**src/rtl/jlav_pkg.sv**
```systemverilog
// jlav_pkg: shared types and constants for the joint-limit avoidance block
// no dependencies; imported by every module of the block

package jlav_pkg;

    // fixed field widths
    localparam int POS_W   = 32;
    localparam int GAIN_W  = 31;
    localparam int DIV_W   = 31;
    localparam int VEL_W   = 32;
    localparam int PADDR_W = 3;
    localparam int PDATA_W = 32;

    // register reset values (1.0 in unsigned Q15.16)
    localparam logic [GAIN_W-1:0] GAIN_RST = 31'd65536;
    localparam logic [GAIN_W-1:0] VMAX_RST = 31'd65536;

    // register index, taken from paddr bit 2
    localparam logic REG_GAIN = 1'b0;
    localparam logic REG_VMAX = 1'b1;

    // job queue geometry
    localparam int QDEPTH = 4;
    localparam int QPTR_W = 2;
    localparam int QCNT_W = 3;

    // job class decided by the front end
    typedef enum logic [2:0] {
        CLS_ZERO     = 3'd0,
        CLS_POS_MAX  = 3'd1,
        CLS_NEG_MAX  = 3'd2,
        CLS_LOW_DIV  = 3'd3,
        CLS_HIGH_DIV = 3'd4
    } t_cls;

    // one classified job
    typedef struct packed {
        t_cls             cls;
        logic [DIV_W-1:0] gap;
        logic [DIV_W-1:0] region;
    } t_job;

    // queue status seen by the front end and the checks
    typedef struct packed {
        logic full;
        logic empty;
    } t_qstat;

endpackage

```
**src/rtl/jlav_front.sv**
```systemverilog
// jlav_front: accepts input words and classifies them against the joint limits
// depends on jlav_pkg

module jlav_front import jlav_pkg::*; (
    input  logic                    i_in_valid,
    output logic                    o_in_ready,
    input  logic signed [POS_W-1:0] i_position,
    input  logic signed [POS_W-1:0] i_lower_limit,
    input  logic signed [POS_W-1:0] i_upper_limit,
    input  logic [DIV_W-1:0]        i_region_size,
    input  t_qstat                  i_qstat,
    output logic                    o_push,
    output t_job                    o_job
);

    logic signed [POS_W+1:0] w_q;
    logic signed [POS_W+1:0] w_lo;
    logic signed [POS_W+1:0] w_hi;
    logic signed [POS_W+1:0] w_r;
    logic signed [POS_W+1:0] w_d_lo;
    logic signed [POS_W+1:0] w_d_hi;
    logic                    w_lo_out;
    logic                    w_lo_band;
    logic                    w_hi_out;
    logic                    w_hi_band;

    // 34-bit signed arithmetic, nothing wraps
    assign w_q    = {{2{i_position[POS_W-1]}}, i_position};
    assign w_lo   = {{2{i_lower_limit[POS_W-1]}}, i_lower_limit};
    assign w_hi   = {{2{i_upper_limit[POS_W-1]}}, i_upper_limit};
    assign w_r    = {3'b000, i_region_size};
    assign w_d_lo = w_q - w_lo;
    assign w_d_hi = w_hi - w_q;

    assign w_lo_out  = w_q < w_lo;
    assign w_lo_band = w_q < (w_lo + w_r);
    assign w_hi_out  = w_q > w_hi;
    assign w_hi_band = w_q > (w_hi - w_r);

    assign o_in_ready = !i_qstat.full;
    assign o_push     = i_in_valid && !i_qstat.full;

    always_comb begin
        o_job.region = i_region_size;
        o_job.gap    = i_region_size;
        // upper limit decides whenever it applies
        priority if (w_hi_out) begin
            o_job.cls = CLS_NEG_MAX;
        end else if (w_hi_band) begin
            o_job.gap = w_d_hi[DIV_W-1:0];
            o_job.cls = (w_d_hi == '0) ? CLS_NEG_MAX : CLS_HIGH_DIV;
        end else if (w_lo_out) begin
            o_job.cls = CLS_POS_MAX;
        end else if (w_lo_band) begin
            o_job.gap = w_d_lo[DIV_W-1:0];
            o_job.cls = (w_d_lo == '0) ? CLS_POS_MAX : CLS_LOW_DIV;
        end else begin
            o_job.cls = CLS_ZERO;
        end
    end

endmodule

```
**config.mk**
```make
export PLATFORM = sky130hd
export DESIGN_NAME = jlav_front
export DESIGN_NICKNAME = d
export VERILOG_FILES = /design/src/rtl/jlav_pkg.sv /design/src/rtl/jlav_front.sv
export SDC_FILE = /design/constraint.sdc
export NUM_CORES = 1
export LEC_CHECK = 0
export ABC_AREA = 1
export CORE_ASPECT_RATIO = 0.6
export CORE_MARGIN = 2
export CORE_UTILIZATION = 30
export DETAILED_ROUTE_END_ITERATION = 6
export DONT_BUFFER_PORTS = 1
export SLEW_MARGIN = 20
export SYNTH_ARGS = -nofsm -noshare
export SYNTH_HDL_FRONTEND = slang
export SYNTH_SLANG_ARGS = --single-unit
```
**constraint.sdc**
```tcl
create_clock -name vclk -period 7.1
set_input_delay 1.42 -clock vclk [all_inputs]
set_output_delay 1.42 -clock vclk [all_outputs]
set_load 0.05 [all_outputs]
```
==> reports/results.tsv <==
stage	metric	value	unit
outcome	status	completed	
sta	finalSetupViolations	0	
grt	track_usage	24.31	%
synth	synthTopCellsByCount	776 x nand2_1, 425 x inv_1, 205 x nor2_1	
floorplan	dieWidth	258.6	µm
grt	busiest_layer	met2	
layout	fin_cells	2800	
grt	met3_usage	5.070	%
power	p_comb_share	100.0	%
power	seq_power_share	0	%
power	p_per_area	146.3	nW/µm²
power	power_switching	1185	µW
critical_path	cp_data_arrival_time	5.50	ns
critical_path	path_buf_inv	6	
power	p_leak	0.007647	µW
floorplan	core_area	37990	µm²
route	first_iter_violations	1331	
clock_tree	hold_buffers	0	
critical_path	cpMaxStageDelayCell	fa_1	
synth	synth_top_area_share	24.96	%
place	dp_hpwl	45940	µm
grt	antenna_found_initial	0	
sta	worst_pin_slew	0.8858	ns
layout	clkbuf_count	0	
layout	diodes	0	
grt	met2_usage	37.32	%
sta	relSlewSlack	40.73	%
hold_path	hold_class	input pin to primary output	
power	swShare	61.26	%
synth	synth_cell_type_count	43	
floorplan	start_util	30.72	%
flow_run	maxCapViolCount	0	
floorplan	io_pins	197	
grt	grt_max_degree	28	
synth	synthCells	2250	
sta	hold_viol_final	0	
sta	finalCritPeriodShare	97.48	%
critical_path	crit_path_frequent_cell	nand2_1	
sta	fmax	0.1445	GHz
synth	yosysWarnings	0	
route	vias	14280	
route	via_per_inst	5.100	
sta	min_period	6.921	ns
layout	nFillCells	4337	
route	drc	0	
sta	slew_violations	0	
critical_path	crit_type	input pin to primary output	
synth	syn_nets	2575	
synth	avgSynthCellArea	5.187	µm²
place	dp_cells	2793	
grt	grt_pass1_wl	75130	µm
layout	regArea	0	µm²
grt	overflow	0	
route	ant_nets	0	
floorplan	die_h	156.8	µm
synth	synth_area_leaders	nand2_1 25%, ha_1 20%, inv_1 14%, nor2_1 6.6%, nand3_1 6.5%	
floorplan	dieArea	40550	µm²
critical_path	endpoint_kind	primary output	
route	first_pass_iters	7	
layout	utilization	34.83	%
layout	nets	2614	
layout	design.seq.count	0	
synth	synth-seq-area-share	0	%
floorplan	row_count	55	
synth	synth.largest_area_cell	nand2_1	
route	routed_wl	51340	µm
grt	grt_pass1_vias	13150	
critical_path	cpPeakStageDelay	0.41	ns
grt	grt_use_met1	34.59	%
power	intPower	749.5	µW
synth	netlist_area	11670	µm²
place	place.gp.congestion	1.012	
power	clkPwrFrac	0	%
critical_path	critical_path.max_fanout	24	
route	wl_per_cell	18.34	µm
layout	drive_above_1_share	5.947	%
sta	timing.hold.ws	2.841	ns
critical_path	required	5.68	ns
place	io_buffers	0	
power	ir_drop	0.09472	mV
layout	area_growth	13.36	%
critical_path	crit_family	simple AND/OR/NAND/NOR gates	
synth	yosysMostFrequentCell	nand2_1	
critical_path	setup.worst_path.start_class	input pin	
[cells in the final DEF (no fill, tap or decap), drive strengths merged]
master   count
xnor2       33
nor4         8
o21a         9
nor2       209
a211oi       3
o21ai       83
a21boi       5
nor3b        1
xor2        33
and3         1
ha         191
nand4       28
o211ai       7
a21o         7
nor3        27
fa           4
nand3b      19
or2          1
o21bai      13
a2111oi      1
o311ai       1
buf         81
a221oi       2
clkbuf       2
nand3      154
nand2      779
inv        428
a21oi      148
and2         3
a31oi        6
[through the flow]
stage	setup TNS, ns	area, µm²	total power, µW	setup WS, ns
5_1_grt	-0.004609	13230	2101	-0.004454
6_report	0	13230	1935	0.1789
4_1_cts	0	12970	1859	0.0004210
2_1_floorplan	0	11670	1240	0.2158
3_5_place_dp	-0.01488	12960	1853	-0.01488
3_3_place_gp	0	12960	1831	0.03740
[worst paths after layout]
| kind | start | end | slack (ns) | cells after the start |
|---|---|---|---|---|
| worst max-delay path | i_upper_limit[0] | o_job[46] | 0.18 | 29 |
| worst min-delay path | i_region_size[22] | o_job[22] | 2.84 | 0 |
[what timing repair did]
action,CTS,global route
endpoints found under the setup margin,2,34
setup buffers,0,4
hold endpoints to repair,0,0
resized for setup,2,46
gates cloned,0,3
pin swaps,0,7
[power by group through the flow]
| stage | sequential (µW) | combinational [µW] | clock [µW] |
|---|---|---|---|
| final | 0 | 1930 | 0 |
| after global routing | 0 | 2100 | 0 |
| after CTS | 0 | 1860 | 0 |
| after detailed placement | 0 | 1850 | 0 |
| after global placement | 0 | 1830 | 0 |
| after floorplan | 0 | 1240 | 0 |
[final cells by class]
type                       instances  area, µm²  share of cell area [%]
inverter                         428       1607                   12.14
multi-input combinational       1776       9873                   74.63
tap                              513      641.9                   4.852
timing repair buffer              83       1107                   8.370
[cells by family (layout without fill, tap and decap cells)]
logic type / count (synthesis) / count (layout) / synth area share (%)
buf+inv: 475 / 511 / 16.90
fa+ha+maj: 195 / 195 / 21.16
compound gates: 285 / 285 / 13.39
simple gates: 1229 / 1230 / 43.59
xor+xnor: 66 / 66 / 4.953
[metal layers]
layer | routed length, µm | up-vias
met2 | 20980 | 507
met4 | 1260 | 0
met1 | 24160 | 6523
met3 | 4943 | 48
li1 | - | 7202
met5 | 0 | -
No activity file was read; power rests on OpenSTA's default activity.
