**src/rtl/jlav_pkg.sv**
```systemverilog
// jlav_pkg: shared types and constants for the joint-limit avoidance block
// no dependencies; imported by every module of the block

package jlav_pkg;

    // fixed field widths
    localparam int POS_W   = 32;
    localparam int GAIN_W  = 31;
    localparam int DIV_W   = 31;
    localparam int VEL_W   = 32;
    localparam int PADDR_W = 3;
    localparam int PDATA_W = 32;

    // register reset values (1.0 in unsigned Q15.16)
    localparam logic [GAIN_W-1:0] GAIN_RST = 31'd65536;
    localparam logic [GAIN_W-1:0] VMAX_RST = 31'd65536;

    // register index, taken from paddr bit 2
    localparam logic REG_GAIN = 1'b0;
    localparam logic REG_VMAX = 1'b1;

    // job queue geometry
    localparam int QDEPTH = 4;
    localparam int QPTR_W = 2;
    localparam int QCNT_W = 3;

    // job class decided by the front end
    typedef enum logic [2:0] {
        CLS_ZERO     = 3'd0,
        CLS_POS_MAX  = 3'd1,
        CLS_NEG_MAX  = 3'd2,
        CLS_LOW_DIV  = 3'd3,
        CLS_HIGH_DIV = 3'd4
    } t_cls;

    // one classified job
    typedef struct packed {
        t_cls             cls;
        logic [DIV_W-1:0] gap;
        logic [DIV_W-1:0] region;
    } t_job;

    // queue status seen by the front end and the checks
    typedef struct packed {
        logic full;
        logic empty;
    } t_qstat;

endpackage

```
**src/rtl/jlav_queue.sv**
```systemverilog
// jlav_queue: short job queue between front end and divider pipeline
// depends on jlav_pkg

module jlav_queue import jlav_pkg::*; (
    input  logic   i_clk,
    input  logic   i_rst_n,
    input  logic   i_push,
    input  t_job   i_job,
    input  logic   i_pop,
    output logic   o_valid,
    output t_job   o_job,
    output t_qstat o_qstat
);

    t_job              r_mem [QDEPTH];
    logic [QPTR_W-1:0] r_wptr;
    logic [QPTR_W-1:0] r_rptr;
    logic [QCNT_W-1:0] r_count;
    logic [QCNT_W-1:0] n_count;

    assign o_valid       = (r_count != '0);
    assign o_job         = r_mem[r_rptr];
    assign o_qstat.full  = (r_count == QCNT_W'(QDEPTH));
    assign o_qstat.empty = (r_count == '0);

    always_comb begin
        n_count = r_count;
        unique case ({i_push, i_pop})
            2'b10:   n_count = r_count + 1'b1;
            2'b01:   n_count = r_count - 1'b1;
            default: n_count = r_count;
        endcase
    end

    always_ff @(posedge i_clk) begin
        if (!i_rst_n) begin
            r_wptr  <= '0;
            r_rptr  <= '0;
            r_count <= '0;
        end else begin
            r_count <= n_count;
            if (i_push) begin
                r_wptr <= r_wptr + 1'b1;
            end
            if (i_pop) begin
                r_rptr <= r_rptr + 1'b1;
            end
        end
    end

    always_ff @(posedge i_clk) begin
        if (i_push) begin
            r_mem[r_wptr] <= i_job;
        end
    end

endmodule

```
**config.mk**
```make
export PLATFORM = sky130hd
export DESIGN_NAME = jlav_queue
export DESIGN_NICKNAME = d
export VERILOG_FILES = /design/src/rtl/jlav_pkg.sv /design/src/rtl/jlav_queue.sv
export SDC_FILE = /design/constraint.sdc
export NUM_CORES = 1
export LEC_CHECK = 0
export ABC_AREA = 1
export BUFFER_PORTS_ARGS = -buffer_cell sky130_fd_sc_hd__buf_4
export CAP_MARGIN = 15
export CORE_MARGIN = 2
export CORE_UTILIZATION = 50
export CTS_BUF_LIST = sky130_fd_sc_hd__clkbuf_4 sky130_fd_sc_hd__clkbuf_8
export DETAILED_ROUTE_END_ITERATION = 8
export PLACE_DENSITY_LB_ADDON = 0.15
export SYNTH_ARGS = -nofsm -noshare
export SYNTH_HDL_FRONTEND = slang
export SYNTH_SLANG_ARGS = --single-unit
```
**constraint.sdc**
```tcl
create_clock -name i_clk -period 4.6 [get_ports i_clk]
set_clock_uncertainty 0.15 [all_clocks]
set_input_delay 0.92 -clock i_clk [delete_from_list [all_inputs] [get_ports i_clk]]
set_output_delay 0.92 -clock i_clk [all_outputs]
set_load 0.01 [all_outputs]
```
==> results.toml <==
[global_route]
antenna_found_initial = 0
grt.total_usage = 0.200
grt_overflow_total = 0
grt_pass1_vias = 6518
grt_pass1_wl_microns = 33800
grt_max_degree = 115

[detailed_routing]
ant_nets = 0
drt_iter0_drc = 443
dr_total_vias = 6186
drcViolationCount = 0
routed_wl_microns = 22100
dr.pass1.iters = 5
wl_per_cell_microns = 19.5
viasPerCell = 5.45

[clocking]
post_cts_buffers = 0
cts_sinks = 269
cts_tree = "built"
htreeDepth = 2
path_clk_slew_ns = 0.06
clock_path_buffers = 3
cts_buffers = 44
post_cts_resized = 0
ctsHoldBuffers = 0
cts_root_buf = "clkbuf_8"
clk_latency_ns = 0.52

[layout]
nFillCells = 1592
nets = 916
multi_input_area_sq_um = 2060
diodes = 0
utilization = 0.608
drive_above_1_share = 0.316
seq_area_sq_um = 7990
areaGrowthSynthToFinish_pct = 18.8

[floorplanning]
dieArea_sq_um = 22000
initial_core_util = 0.511
fp.dieH_microns = 148
num_io_pins = 137
rows = 52
core_sq_um = 20400
die_w_microns = 148

[worst_setup_path]
crit_top_cell = "buf_4"
worst-path-max-fanout = 114
worstSetupPathType = "reg -> out"
slowest_stage = "buf_4"
crit_arrival_ns = 2.63
required_ns = 3.53
critPathTopFamily = "buffers and inverters"
startpoint_type = "flip-flop"
crit_chain = "buf_4 -> o21ai_0 -> o22ai_1 -> buf_4"
path_buf_inv = 2
crit_path_end_kind = "output pin"
slowest_delay_ns = 0.87

[synthesis]
synth-main-ff-cell = "edfxtp_1"
synth_area_sq_um = 10400
synthSimpleGateAreaFrac = 0.0689
yosys_register_bits = 269
yosysUniqueCellTypes = 26
synth_enable_flop_cells = 260
synthAdderAreaFrac = 0.00793
yosysWarnings = 0
synthXorXnorAreaFrac = 0
synth_mux_area_frac = 0
synth-compound-area-share = 0.121
avgSynthCellArea_sq_um = 15.2
synth_top_family_by_area = "compound AO/OA/AOI/OAI gates"
async_reset_ff_frac = 0
syn_nets = 762
seq_area_frac_synth = 0.767
synth_cells = 687

[sta]
setup_tns_ns = 0
worst_pin_slew_ns = 1.14
period_share = 0.804
maxSlewViolCount = 0
rsz0062_at_grt = "false"
slew_headroom = 0.241
setup_viol = 0
post-route-min-period_ns = 3.70
fmax_mhz = 270
hold_violations = 0

[placement]
hpwl_microns = 12400
io_buffers = 136
gp_congestion = 0.781

[power]
power_frac_clock = 0.355
p_per_area_nw_per_um2 = 427
swShare = 0.233
pwr-share-seq = 0.536
combPwrFrac = 0.109
internal_power_mw = 4.06
peakVddDrop_mv = 0.281
leakagePower_nw = 4.35
p_sw_mw = 1.23

[min_path]
hold_class = "reg -> reg"

[run_status]
outcome = "completed"

[flow_run]
drv_cap = 0
routing by layer:
| metal | GRT usage | vias to the layer above | share of wire |
|---|---|---|---|
| met4 | 0.0629 | 0 | 0.015 |
| li1 | - | 2880 | - |
| met5 | 0 | - | 0 |
| met1 | 0.243 | 3070 | 0.40 |
| met3 | 0.0540 | 34 | 0.076 |
| met2 | 0.352 | 202 | 0.51 |
kinds of logic after synthesis:
group,count (synthesis)
buffers and inverters,60
and+or+nand+nor,146
AOI/OAI and AO/OA,206
adders and majority gates,6
DFF,269
layout make-up:
cell class	count	share of cell area
inverters	18	0.00587
well taps	270	0.0273
repair buffers	150	0.0910
flip-flops and latches	269	0.646
clock buffers	61	0.0598
multi-input cells	358	0.166
clock inverters	10	0.00394
layout by cell type (no fill, tap or decap), drive strengths merged:
cell type and count:
nand4 1, o21ai 136, nor2 133, clkbuf 61, o22ai 65, nand2 9, fa 1, edfxtp 260
ha 5, inv 18, dfxtp 9, clkinv 8, nand3 1, clkinvlp 2, nor3 2, buf 150
a21oi 5
cell usage after synthesis, types with 8 or more instances:
cell type	instances	area [sq um]
nand2_1	9	33.8
o21ai_1	35	175
o22ai_2	20	250
o21ai_0	96	480
clkbuf_1	17	63.8
buf_2	12	60.1
nor2_1	108	405
edfxtp_1	260	7810
inv_1	16	60.1
buf_6	8	90.1
o22ai_1	45	282
nor2_4	20	225
dfxtp_1	9	180
registers in the layout, summed over array words and instances, names as in the netlist, named ones only:
register / cells
r_count: 3
r_mem: 260
r_rptr: 2
r_wptr: 2
final timing paths:
check	startpoint	end	slack, ns	cells after the start
worst min-delay path	r_rptr[1]$_SDFFE_PN0P_	flip-flop	0.29	1
worst min register to register	r_rptr[1]$_SDFFE_PN0P_	flip-flop	0.29	1
worst max register to register	r_wptr[1]$_SDFFE_PN0P_	r_mem[1][13]$_DFFE_PP_	2.31	5
worst max-delay path	flip-flop	o_job[59]	0.90	4
stage by stage:
| step | total power [mW] | worst slack (ns) | instance area [sq um] | hold slack (ns) | std cells |
|---|---|---|---|---|---|
| after floorplan | 3.19 | 1.81 | 10400 | 0.262 | 687 |
| after global placement | 3.45 | 1.47 | 11600 | 0.269 | 1065 |
| after detailed placement | 3.47 | 1.40 | 11600 | 0.278 | 1065 |
| after CTS | 5.34 | 0.826 | 12400 | 0.298 | 1136 |
| after global routing | 5.49 | 0.653 | 12400 | 0.318 | 1136 |
| final | 5.29 | 0.900 | 12400 | 0.295 | 1136 |
worst register-to-register path: cells and delay by family (launching register included):
| family | cells | cell delay (ns) |
|---|---|---|
| simple gates | 1 | 0.06 |
| buf+inv | 3 | 1.26 |
| flops | 1 | 0.33 |
| fa+ha+maj | 1 | 0.15 |
power by group through the flow:
stage	Clock [mW]	Combinational [mW]	Sequential [mW]
2_1_floorplan	0	0.316	2.88
3_3_place_gp	0	0.570	2.88
3_5_place_dp	0	0.585	2.88
4_1_cts	1.93	0.586	2.83
5_1_grt	2.02	0.633	2.84
6_report	1.88	0.579	2.83
Power figures use the tool's default switching activity.
